--- config.mk ---
export PLATFORM = sky130hd
export DESIGN_NAME = shortest_path_dense_graph
export DESIGN_NICKNAME = d
export VERILOG_FILES = /design/src/design/spd_pkg.sv /design/src/design/spd_wmat.sv /design/src/design/shortest_path_dense_graph.sv
export SDC_FILE = /design/constraint.sdc
export NUM_CORES = 2
export LEC_CHECK = 0
export BUFFER_PORTS_ARGS = -buffer_cell sky130_fd_sc_hd__buf_4
export CORE_MARGIN = 2
export CORE_UTILIZATION = 45
export CTS_CLUSTER_SIZE = 20
export DETAILED_ROUTE_END_ITERATION = 8
export SETUP_SLACK_MARGIN = 0.02
export SLEW_MARGIN = 10
export SYNTH_ARGS = -nofsm -noshare
export SYNTH_HDL_FRONTEND = slang
export SYNTH_SLANG_ARGS = --single-unit
export TNS_END_PERCENT = 100
--- constraint.sdc ---
create_clock -name clk -period 9.3 [get_ports clk]
set_clock_uncertainty 0.1 [all_clocks]
set_input_delay 1.86 -clock clk [delete_from_list [all_inputs] [get_ports clk]]
set_output_delay 1.86 -clock clk [all_outputs]
set_load 0.05 [all_outputs]
--- src/design/spd_pkg.sv ---
// spd_pkg: shared constants and widths for the dense-graph shortest path block
// used by spd_wmat and shortest_path_dense_graph; no dependencies
`default_nettype none

package spd_pkg;

	// graph size and derived widths
	localparam int MAX_VERTICES = 16;
	localparam int VW           = $clog2(MAX_VERTICES);      // vertex index
	localparam int CW           = $clog2(MAX_VERTICES + 1);  // vertex count
	localparam int AW           = 2 * VW;                    // matrix address
	localparam int DEPTH        = MAX_VERTICES * MAX_VERTICES;

	// payload widths
	localparam int WW = 10;   // edge weight
	localparam int DW = 14;   // distance
	localparam int RW = 5;    // config write data, widest register

	localparam logic [DW-1:0] DIST_MAX = {DW{1'b1}};

	// config register indexes and reset values
	localparam logic [0:0] REG_VERTEX_COUNT  = 1'b0;
	localparam logic [0:0] REG_SOURCE_VERTEX = 1'b1;
	localparam logic [RW-1:0] VCOUNT_RST     = RW'(16);

endpackage

`default_nettype wire

--- src/design/spd_wmat.sv ---
// spd_wmat: adjacency matrix store, one write and one registered read port
// entries never written since reset read as zero via per-entry valid bits; uses spd_pkg
`default_nettype none

module spd_wmat (
	input  logic                   clk,
	input  logic                   arst_n,
	input  logic                   wr_en,
	input  logic [spd_pkg::AW-1:0] wr_addr,
	input  logic [spd_pkg::WW-1:0] wr_data,
	input  logic                   rd_en,
	input  logic [spd_pkg::AW-1:0] rd_addr,
	output logic [spd_pkg::WW-1:0] rd_data
);

	logic [spd_pkg::WW-1:0]    mem_q [spd_pkg::DEPTH];
	logic [spd_pkg::DEPTH-1:0] vld_q;
	logic [spd_pkg::WW-1:0]    rd_s1;
	logic                      rd_vld_s1;

	// weight storage and registered read
	always_ff @(posedge clk) begin
		if (wr_en) begin
			mem_q[wr_addr] <= wr_data;
		end
		if (rd_en) begin
			rd_s1 <= mem_q[rd_addr];
		end
	end

	// per-entry written flags, cleared at reset
	always_ff @(posedge clk or negedge arst_n) begin
		if (!arst_n) begin
			vld_q     <= '0;
			rd_vld_s1 <= 1'b0;
		end else begin
			if (wr_en) begin
				vld_q[wr_addr] <= 1'b1;
			end
			if (rd_en) begin
				rd_vld_s1 <= vld_q[rd_addr];
			end
		end
	end

	// unwritten entry means no edge
	assign rd_data = rd_vld_s1 ? rd_s1 : '0;

endmodule

`default_nettype wire

--- src/design/shortest_path_dense_graph.sv ---
// shortest_path_dense_graph: single-source shortest paths over a stored adjacency matrix
// uses spd_pkg and spd_wmat; edge write words are taken one a cycle while not busy and
// may come back to back; a word with last set runs n-1 rounds (n = vertex count in use):
// a pick scan, plus a relax scan if the picked vertex is reached, then n strobed result
// words, one a cycle, that cannot be stalled; busy through the last result word; reset
// clears matrix, masks, control, config to n=16, source 0
`default_nettype none

module shortest_path_dense_graph (
	input  logic                   clk,
	input  logic                   arst_n,
	// edge write words
	input  logic                   start,
	output logic                   busy,
	input  logic [spd_pkg::VW-1:0] from_vertex,
	input  logic [spd_pkg::VW-1:0] to_vertex,
	input  logic [spd_pkg::WW-1:0] edge_weight,
	input  logic                   last,
	// config write port
	input  logic                   cfg_we,
	input  logic [0:0]             cfg_addr,
	input  logic [spd_pkg::RW-1:0] cfg_wdata,
	// result words
	output logic                   res_valid,
	output logic [spd_pkg::VW-1:0] vertex,
	output logic [spd_pkg::DW-1:0] distance,
	output logic                   reachable,
	output logic                   final_res
);

	typedef enum logic [1:0] {ST_IDLE, ST_PICK, ST_RELAX, ST_OUT} state_t;

	state_t                           state_q;
	logic [spd_pkg::RW-1:0]           vc_q;
	logic [spd_pkg::VW-1:0]           src_q;
	logic [spd_pkg::CW-1:0]           n_q;
	logic [spd_pkg::CW-1:0]           cnt_q;
	logic [spd_pkg::CW-1:0]           rnd_q;
	logic [spd_pkg::MAX_VERTICES-1:0] visited_q;
	logic [spd_pkg::MAX_VERTICES-1:0] reached_q;
	logic                             have_q;
	logic [spd_pkg::VW-1:0]           best_q;
	logic [spd_pkg::DW-1:0]           bd_q;
	logic [spd_pkg::VW-1:0]           u_q;
	logic                             act_s1;
	logic [spd_pkg::VW-1:0]           v_s1;
	logic [spd_pkg::DW-1:0]           dist_rd_s1;

	logic [spd_pkg::DW-1:0] dist_mem_q [spd_pkg::MAX_VERTICES];

	logic                   accept;
	logic                   run;
	logic [spd_pkg::CW-1:0] n_act;
	logic                   src_ok;
	logic                   scan;
	logic                   rd_en;
	logic                   scan_end;
	logic                   rnd_last;
	logic [spd_pkg::VW-1:0] cnt_idx;

	logic                   pk_have;
	logic [spd_pkg::VW-1:0] pk_best;
	logic [spd_pkg::DW-1:0] pk_bd;

	logic [spd_pkg::WW-1:0] w_s1;
	logic [spd_pkg::DW:0]   rl_sum;
	logic [spd_pkg::DW-1:0] rl_sat;
	logic                   rl_upd;

	logic                   dist_we;
	logic [spd_pkg::VW-1:0] dist_wa;
	logic [spd_pkg::DW-1:0] dist_wd;

	// handshake and run setup
	assign busy    = (state_q != ST_IDLE);
	assign accept  = start && !busy;
	assign run     = accept && last;
	assign cnt_idx = cnt_q[spd_pkg::VW-1:0];

	// clamp vertex count to the supported range
	always_comb begin
		if (vc_q < spd_pkg::RW'(2)) begin
			n_act = spd_pkg::CW'(2);
		end else if (vc_q > spd_pkg::RW'(spd_pkg::MAX_VERTICES)) begin
			n_act = spd_pkg::CW'(spd_pkg::MAX_VERTICES);
		end else begin
			n_act = spd_pkg::CW'(vc_q);
		end
	end

	assign src_ok   = ({1'b0, src_q} < n_act);
	assign scan     = (state_q == ST_PICK) || (state_q == ST_RELAX) || (state_q == ST_OUT);
	assign rd_en    = scan && (cnt_q != n_q);
	assign scan_end = (cnt_q == n_q);
	assign rnd_last = (rnd_q == n_q - spd_pkg::CW'(2));

	// adjacency matrix
	spd_wmat u_wmat (
		.clk     (clk),
		.arst_n  (arst_n),
		.wr_en   (accept),
		.wr_addr ({from_vertex, to_vertex}),
		.wr_data (edge_weight),
		.rd_en   (rd_en && (state_q == ST_RELAX)),
		.rd_addr ({u_q, cnt_idx}),
		.rd_data (w_s1)
	);

	// pick step: least unvisited reached distance, ties to higher index, else last unvisited
	always_comb begin
		pk_have = have_q;
		pk_best = best_q;
		pk_bd   = bd_q;
		if (act_s1 && !visited_q[v_s1]) begin
			if (reached_q[v_s1]) begin
				if (!have_q || (dist_rd_s1 <= bd_q)) begin
					pk_have = 1'b1;
					pk_best = v_s1;
					pk_bd   = dist_rd_s1;
				end
			end else if (!have_q) begin
				pk_best = v_s1;
			end
		end
	end

	// relax step: saturating sum and improvement check
	assign rl_sum = {1'b0, bd_q} + (spd_pkg::DW + 1)'(w_s1);
	assign rl_sat = (rl_sum > (spd_pkg::DW + 1)'(spd_pkg::DIST_MAX)) ?
		spd_pkg::DIST_MAX : rl_sum[spd_pkg::DW-1:0];
	assign rl_upd = (state_q == ST_RELAX) && act_s1 && !visited_q[v_s1] &&
		(w_s1 != '0) && (!reached_q[v_s1] || (rl_sat < dist_rd_s1));

	// distance memory write port: source seed at run start, else relax updates
	always_comb begin
		if (run) begin
			dist_we = src_ok;
			dist_wa = src_q;
			dist_wd = '0;
		end else begin
			dist_we = rl_upd;
			dist_wa = v_s1;
			dist_wd = rl_sat;
		end
	end

	// distance memory
	always_ff @(posedge clk) begin
		if (dist_we) begin
			dist_mem_q[dist_wa] <= dist_wd;
		end
		if (rd_en) begin
			dist_rd_s1 <= dist_mem_q[cnt_idx];
		end
	end

	// sequencer and masks
	always_ff @(posedge clk or negedge arst_n) begin
		if (!arst_n) begin
			state_q   <= ST_IDLE;
			vc_q      <= spd_pkg::VCOUNT_RST;
			src_q     <= '0;
			n_q       <= spd_pkg::CW'(spd_pkg::MAX_VERTICES);
			cnt_q     <= '0;
			rnd_q     <= '0;
			visited_q <= '0;
			reached_q <= '0;
			have_q    <= 1'b0;
			best_q    <= '0;
			bd_q      <= '0;
			u_q       <= '0;
			act_s1    <= 1'b0;
			v_s1      <= '0;
		end else begin
			if (cfg_we) begin
				unique case (cfg_addr)
					spd_pkg::REG_VERTEX_COUNT:  vc_q  <= cfg_wdata;
					spd_pkg::REG_SOURCE_VERTEX: src_q <= cfg_wdata[spd_pkg::VW-1:0];
				endcase
			end
			act_s1 <= rd_en;
			v_s1   <= cnt_idx;
			unique case (state_q)
				ST_IDLE: begin
					if (run) begin
						n_q       <= n_act;
						visited_q <= '0;
						reached_q <= src_ok ?
							(spd_pkg::MAX_VERTICES'(1) << src_q) : '0;
						rnd_q   <= '0;
						cnt_q   <= '0;
						have_q  <= 1'b0;
						best_q  <= '0;
						state_q <= ST_PICK;
					end
				end
				ST_PICK: begin
					bd_q <= pk_bd;
					if (scan_end) begin
						cnt_q              <= '0;
						have_q             <= 1'b0;
						best_q             <= '0;
						visited_q[pk_best] <= 1'b1;
						u_q                <= pk_best;
						if (reached_q[pk_best]) begin
							state_q <= ST_RELAX;
						end else if (rnd_last) begin
							state_q <= ST_OUT;
						end else begin
							rnd_q <= rnd_q + spd_pkg::CW'(1);
						end
					end else begin
						have_q <= pk_have;
						best_q <= pk_best;
						cnt_q  <= cnt_q + spd_pkg::CW'(1);
					end
				end
				ST_RELAX: begin
					if (rl_upd) begin
						reached_q[v_s1] <= 1'b1;
					end
					if (scan_end) begin
						cnt_q  <= '0;
						have_q <= 1'b0;
						best_q <= '0;
						if (rnd_last) begin
							state_q <= ST_OUT;
						end else begin
							rnd_q   <= rnd_q + spd_pkg::CW'(1);
							state_q <= ST_PICK;
						end
					end else begin
						cnt_q <= cnt_q + spd_pkg::CW'(1);
					end
				end
				ST_OUT: begin
					if (scan_end) begin
						cnt_q   <= '0;
						state_q <= ST_IDLE;
					end else begin
						cnt_q <= cnt_q + spd_pkg::CW'(1);
					end
				end
				default: state_q <= ST_IDLE;
			endcase
		end
	end

	// result word from the read stage
	assign res_valid = (state_q == ST_OUT) && act_s1;
	assign vertex    = v_s1;
	assign reachable = reached_q[v_s1];
	assign distance  = reached_q[v_s1] ? dist_rd_s1 : '0;
	assign final_res = ({1'b0, v_s1} == n_q - spd_pkg::CW'(1));

	// no result word outside a run
	assert property (@(posedge clk) disable iff (!arst_n) !busy |-> !res_valid)
		else $error("result strobe while idle");

	// the final word ends the run
	assert property (@(posedge clk) disable iff (!arst_n)
		(res_valid && final_res) |=> !busy)
		else $error("run continues after final word");

	// results come out in vertex order without gaps
	assert property (@(posedge clk) disable iff (!arst_n)
		(res_valid && !final_res) |=> (res_valid && (vertex == $past(vertex) + 4'd1)))
		else $error("result words out of order");

	// relax write never hits the entry being read in the same cycle
	assert property (@(posedge clk) disable iff (!arst_n)
		((state_q == ST_RELAX) && act_s1 && (cnt_q != n_q)) |-> (v_s1 != cnt_idx))
		else $error("distance memory read/write collision");

	// visited vertices stay visited during a run
	assert property (@(posedge clk) disable iff (!arst_n)
		busy |=> ((visited_q & $past(visited_q)) == $past(visited_q)))
		else $error("visited bit lost during run");

endmodule

`default_nettype wire
* Word-level counts from Yosys, hierarchy flattened
Memories as Yosys holds them, arrays and structs flattened. A register that Yosys moved wholly into a read port is not among the register bits.
Cells that the tools add are included.
** Cells by class
- Add/subtract/negate cells :: 5
- Order comparisons :: 13
- Equal/unequal tests :: 17
- Shifts and indexed selects :: 1
- Multiplexer cells :: 64
- Bitwise operators :: 4
- Reductions and logical operators :: 39
** Operators by type and width (count)
- 256-bit OR :: 1
- 16-bit 2-to-1 mux :: 5
- 16-bit case mux with 2 select lines :: 2
- 14-bit 2-to-1 mux :: 3
- 5-bit 2-to-1 mux :: 8
- 4-bit 2-to-1 mux :: 8
- 16-bit OR :: 2
- 8-bit by 9-bit less-than comparator with 1-bit output (second input constant) :: 2
- 1-bit 2-to-1 mux :: 18
- 1-bit by 4-bit left shift with 16-bit output (first input constant) :: 1
- 14-bit by 10-bit adder with 15-bit output :: 1
- 15-bit by 14-bit > comparator with 1-bit output (second input constant) :: 1
- 5-bit case mux with 3 select lines :: 1
- 14-bit <= comparator :: 1
- 14-bit less-than comparator :: 1
- 2-bit 2-to-1 mux :: 7
- 1-bit logical AND :: 13
- 1-bit binary-select mux with 4-bit select :: 3
- 2-bit inequality test (second input constant) :: 6
- 4-bit case mux with 3 select lines :: 1
- 5-bit by 1-bit adder with 5-bit output (second input constant) :: 2
- 5-bit == test :: 2
- 4-bit by 5-bit less-than comparator with 1-bit output (second input constant) :: 2
- 10-bit 2-to-1 mux :: 1
- 32 further kinds :: 51
** Word-level totals
- Register bits after elaboration :: 343
- Memory bits (writable) :: 2784
- Bits of input ports :: 29
- Output and inout port bits :: 22
- Word-level logic and storage cells :: 161
- Memories kept :: 2
** Memories
- u_wmat.mem_q :: words 256, width 10, rd ports 1, clocked after memory_dff 1, wr ports 1, RTL line spd_wmat.sv:16 : logic [spd_pkg::WW-1:0] mem_q [spd_pkg::DEPTH];
- dist_mem_q :: words 16, width 14, rd ports 1, clocked after memory_dff 1, wr ports 1, RTL line shortest_path_dense_graph.sv:49 : logic [spd_pkg::DW-1:0] dist_mem_q [spd_pkg::MAX_VERTICES];

* Longest topological paths before layout
- Depth after elaboration :: 12
- Mapped depth :: 27
- Mapped depth without buffers :: 23

* Hierarchy
From an unflattened synthesis, not the netlist that was laid out.
** Second synthesis, totals
- Cell total of the unflattened synthesis :: 6291
- Area, all modules :: 123985.2 um^2
** By module, submodules not included
- spd_wmat :: instances 1, cells an instance 5092, area each 108183.8 um^2, sequential area each 83605.2 um^2
- shortest_path_dense_graph :: instances 1, cells an instance 1199, area each 15801.4 um^2, sequential area each 9301.4 um^2

* Worst setup path before layout
OpenSTA, ideal clock, no wires.
- Path kind :: flip-flop to output port
- Start :: reg v_s1, in the netlist vertex[1]
- End :: out final_res
- Data arrival time :: 3.924 ns
- Data required time :: 7.340 ns
- Slack :: 3.416 ns
- Stages on the path, launching flop included :: 7
- Path buffers :: 2
- Path through :: dfrtp_1 clkbuf_1 clkbuf_1 xnor2_1 a21oi_1 nand2_1 a2111oi_0
** On the way
- Cells in the longest elaborated chain, start to end :: 1
** Ends and longest elaborated chain
- from (decl) :: RTL line shortest_path_dense_graph.sv:46 : logic [spd_pkg::VW-1:0] v_s1;
- from (signal assigned) :: RTL line shortest_path_dense_graph.sv:182 : v_s1 <= cnt_idx;
- 4-bit by 5-bit == test with 1-bit output :: RTL line shortest_path_dense_graph.sv:254 : assign final_res = ({1'b0, v_s1} == n_q - spd_pkg::CW'(1));
- to (decl) :: RTL line shortest_path_dense_graph.sv:28 : output logic final_res
Every way passes these cells.

* Final worst setup path
- Start :: reg u_wmat.rd_vld_s1
- End :: mem dist_mem_q[8][0] (netlist name) (enable)
** On the way
- Cells in the longest elaborated chain, start to end :: 10
- Elaborated cells between the ends (all ways) :: 12
- Classes of those cells :: 1 x add/sub; 2 x order compare; 5 x mux; 4 x reduce/logical
** Ends and longest elaborated chain
- from (decl) :: RTL line spd_wmat.sv:19 : logic rd_vld_s1;
- from (signal assigned) :: RTL line spd_wmat.sv:41 : rd_vld_s1 <= vld_q[rd_addr];
- 10-bit 2-to-1 mux (*) :: RTL line spd_wmat.sv:47 : assign rd_data = rd_vld_s1 ? rd_s1 : '0;
- 14-bit by 10-bit adder with 15-bit output :: RTL line shortest_path_dense_graph.sv:128 : assign rl_sum = {1'b0, bd_q} + (spd_pkg::DW + 1)'(w_s1);
- 15-bit by 14-bit > comparator with 1-bit output :: RTL line shortest_path_dense_graph.sv:129 : assign rl_sat = (rl_sum > (spd_pkg::DW + 1)'(spd_pkg::DIST_MAX)) ?
- 14-bit 2-to-1 mux :: RTL line shortest_path_dense_graph.sv:129
- 14-bit less-than comparator :: RTL line shortest_path_dense_graph.sv:132 : (w_s1 != '0) && (!reached_q[v_s1] || (rl_sat < dist_rd_s1));
- 1-bit logical OR :: RTL line shortest_path_dense_graph.sv:132
- 1-bit logical AND (*) :: RTL line shortest_path_dense_graph.sv:132
- 1-bit 2-to-1 mux (*) :: RTL line shortest_path_dense_graph.sv:136 : if (run) begin
- 1-bit 2-to-1 mux (*) :: RTL line shortest_path_dense_graph.sv:149 : if (dist_we) begin
- 1-bit 2-to-1 mux (not written as such) (*) :: RTL line shortest_path_dense_graph.sv:150 : dist_mem_q[dist_wa] <= dist_wd;
- to (decl) :: RTL line shortest_path_dense_graph.sv:49
Every way passes the cells marked *; elsewhere a longest branch is shown, timed or not.

==> out/metrics.yaml <==
run_status:
  status: "finished, final reports clean"
cells_and_area:
  area_delta_synth_final_pct: 12.7
  fillers: 21300
  drive_gt1_share_pct: 32.0
  multi_input_area_um2: 29700
  fin_nets: 5973
  regArea_um2: 92900
power:
  p_int_uw: 26900
  seq_power_share_pct: 43.8
  cellLeakagePower_uw: 0.0455
  p_sw_share_pct: 26.6
  power_uw: 36600
  ir_worst_vdd_v: 0.000242
  powerDensity_nw_per_um2: 262
  switching_power_uw: 9740
  clockPowerShare_pct: 36.0
  comb_power_share_pct: 20.2
timing:
  post-route-min-period_ps: 6970
  fmax_ghz: 0.143
  maxSlewHeadroom_pct: 15.6
  setup_viol: 0
  timing.final.crit_share_pct: 75.0
  rsz0062_at_grt: "no"
  slew_violations: 0
  fin_tns_setup_ps: 0
  worstMarginPinSlew_ps: 1260
  hold_violations: 0
hold_path:
  holdPathStages: 1
  min_to: "u_wmat.vld_q[154]"
  hp-start: "u_wmat.vld_q[154]"
  hold_path_class: "register to register"
worst_setup_path:
  r2r_end: "dist_mem_q[8][0]"
  criticalPathCategory: "register to register"
  r2r-start: "u_wmat.rd_vld_s1"
  worstPathArrival_ps: 7390
  critPathCaptureType: "register"
  rrSetupSlack_ps: 2330
  critPathRequiredTime_ps: 9720
  worstSetupStartpointType: "register"
  path_max_fanout: 14
  reg2reg_depth: 23
synthesis:
  async_flop_share_pct: 10.9
  ys_types: 74
  synth_largest_area_cell: "edfxtp_1"
  yosysSeqAreaShare_pct: 75.0
  synth_seq_cells: 3151
  syn_avg_cell_area_um2: 21.8
  synth_area_um2: 124000
  netlist_instances: 5686
  synth-edff-count: 2808
  synth_area_leaders: "edfxtp_1 68%, mux4_2 18%, dfrtp_1 6.9%, or2_2 1.3%, nor2_1 1.0%"
  ys.flop_type: "edfxtp_1"
  yosysMostFrequentCell: "edfxtp_1"
  yosys_warnings: 0
  synth.top_cell.area_share_pct: 68.1
  syn_nets: 5767
  synthTopCellsByCount: "2808 x edfxtp_1, 1006 x mux4_2, 341 x dfrtp_1"
floorplan:
  core_region_area_um2: 274000
  num_io_pins: 51
  dieArea_um2: 279000
  start_util_pct: 45.3
  die_h_um: 529
  num_rows: 192
  die_w_um: 529
global_routing:
  grt_usage_pct: 21.8
  antenna_found_initial: 13
  overflow: 0
  first_global_vias: 59000
  grt_max_degree: 177
  grt_first_pass_wirelength_um: 437000
place:
  port_buffers: 50
  dp_hpwl_um: 179000
  place.gp.congestion: 0.808
routing:
  detail-route-antenna-nets: 0
  vias: 58500
  initialDrtViolationCount: 6749
  drc: 0
  viasPerCell: 6.00
  first_pass_iters: 5
  wl_per_cell_um: 31.2
  drt_wl_total_um: 304000
clocking:
  cts_tree: "yes"
  cts_buffer_depth: 4
  cts_buffers: 337
  cts_max_level: 5
  cts_hold_buffers: 0
  cts_resized: 0
  cts_sinks: 3151
  clk_pin_slew_ps: 60
  post_cts_buffers: 0
  clk_latency_ps: 950
  clockRootBuffer: "clkbuf_16"
job:
  drv_cap: 0
[layer usage]
layer | track usage (%) | vias to the layer above | part of all wire (%)
met4 | 4.67 | 6 | 2.0
li1 | - | 23900 | -
met1 | 31.9 | 32100 | 43
met3 | 3.79 | 408 | 6.7
met2 | 34.6 | 2079 | 48
met5 | 0 | - | 0.011
[layout by cell type, fill, tap and decap left out, types with 15 or more instances in the layout]
cell and count:
bufinv_16 28, xnor2_1 19, nand2_1 96, nand3_1 35, and2_1 38, or2_2 261
clkbuf_16 343, mux4_2 1006, buf_12 20, nor2b_1 16, nor2_1 328, a21o_1 15
clkbuf_8 36, o21ai_0 46, mux2_2 18, clkinv_2 47, mux2i_1 24, ha_1 51
dfrtp_1 335, a31oi_1 15, edfxtp_1 2808, nand2b_1 15, a21oi_1 52, clkbuf_1 87
clkinv_1 40, inv_1 46, buf_4 127
[per-stage QoR]
| step | utilization [%] | instance area (um2) | hold WS (ps) | setup slack [ps] | cells |
|---|---|---|---|---|---|
| 6_report | 51.0 | 140000 | 359 | 2330 | 9749 |
| 5_1_grt | 51.0 | 140000 | 368 | 1750 | 9744 |
| 4_1_cts | 51.0 | 140000 | 360 | 2360 | 9743 |
| 3_5_place_dp | 47.1 | 129000 | 347 | 2390 | 9142 |
| 3_3_place_gp | 47.1 | 129000 | 344 | 2490 | 9142 |
| 2_1_floorplan | - | 124000 | 249 | 3420 | 5686 |
[worst max-delay path by stage]
| stage | from | end | slack [ps] |
|---|---|---|---|
| 2_1_floorplan | vertex[1] | final_res | 3420 |
| 3_3_place_gp | u_wmat.rd_vld_s1 | dist_mem_q[13][1] | 2490 |
| 3_5_place_dp | u_wmat.rd_vld_s1 | dist_mem_q[13][1] | 2390 |
| 4_1_cts | u_wmat.rd_vld_s1 | dist_mem_q[15][8] | 2360 |
| 5_1_grt | u_wmat.rd_vld_s1 | dist_mem_q[8][0] | 1750 |
| 6_report | u_wmat.rd_vld_s1 | dist_mem_q[8][0] | 2330 |
[power groups by stage]
stage / combinational (uW) / clock (uW) / sequential [uW]
6_report: 7410 / 13200 / 16100
3_5_place_dp: 7520 / 0 / 16300
4_1_cts: 7540 / 13400 / 16000
5_1_grt: 7830 / 13900 / 16100
2_1_floorplan: 5010 / 0 / 16100
3_3_place_gp: 7490 / 0 / 16300
[worst max-delay path, stage by stage, from the launching register on]
cell	delay, ps
dfrtp_1	480
and2_1	190
ha_1	190
fa_1	220
a21o_1	120
a21oi_1	90
o21bai_1	140
a21o_1	170
a21oi_1	100
o41ai_1	630
nor2b_1	590
nand2b_1	200
ha_1	260
a21o_1	210
a21o_1	200
a21o_1	180
a21o_1	170
a21o_1	170
a21o_1	180
a21oi_1	170
a21boi_0	140
nor2_1	240
a31oi_1	390
nor2_1	1040
[cell families after synthesis]
family	count (synthesis)	synth area share [%]
buffers and inverters	337	1.08
AO/OA/AOI/OAI	200	1.05
flip-flops	3151	75.0
AND/OR/NAND/NOR	873	3.51
XOR/XNOR	25	0.177
adder cells (fa/ha/maj)	52	0.531
multiplexers	1048	18.6
[layout make-up]
class / count / share of cell area (%)
inverters: 46 / 0.124
diodes: 6 / 0.0108
multi-input cells: 2198 / 21.3
flip-flops and latches: 3151 / 66.5
clock inverters: 137 / 1.03
repair buffers: 158 / 1.09
clock buffers: 464 / 6.72
well taps: 3589 / 3.22
[state kept, by name, indices dropped and copies added (netlist names), 5 cells and up]
name,count
u_wmat.mem_q,2560
u_wmat.vld_q,256
dist_mem_q,224
reached_q,16
visited_q,16
bd_q,14
dist_rd_s1,14
u_wmat.rd_s1,10
cnt_q,5
n_q,5
rnd_q,5
vc_q,5
Power figures use the tool's default switching activity.
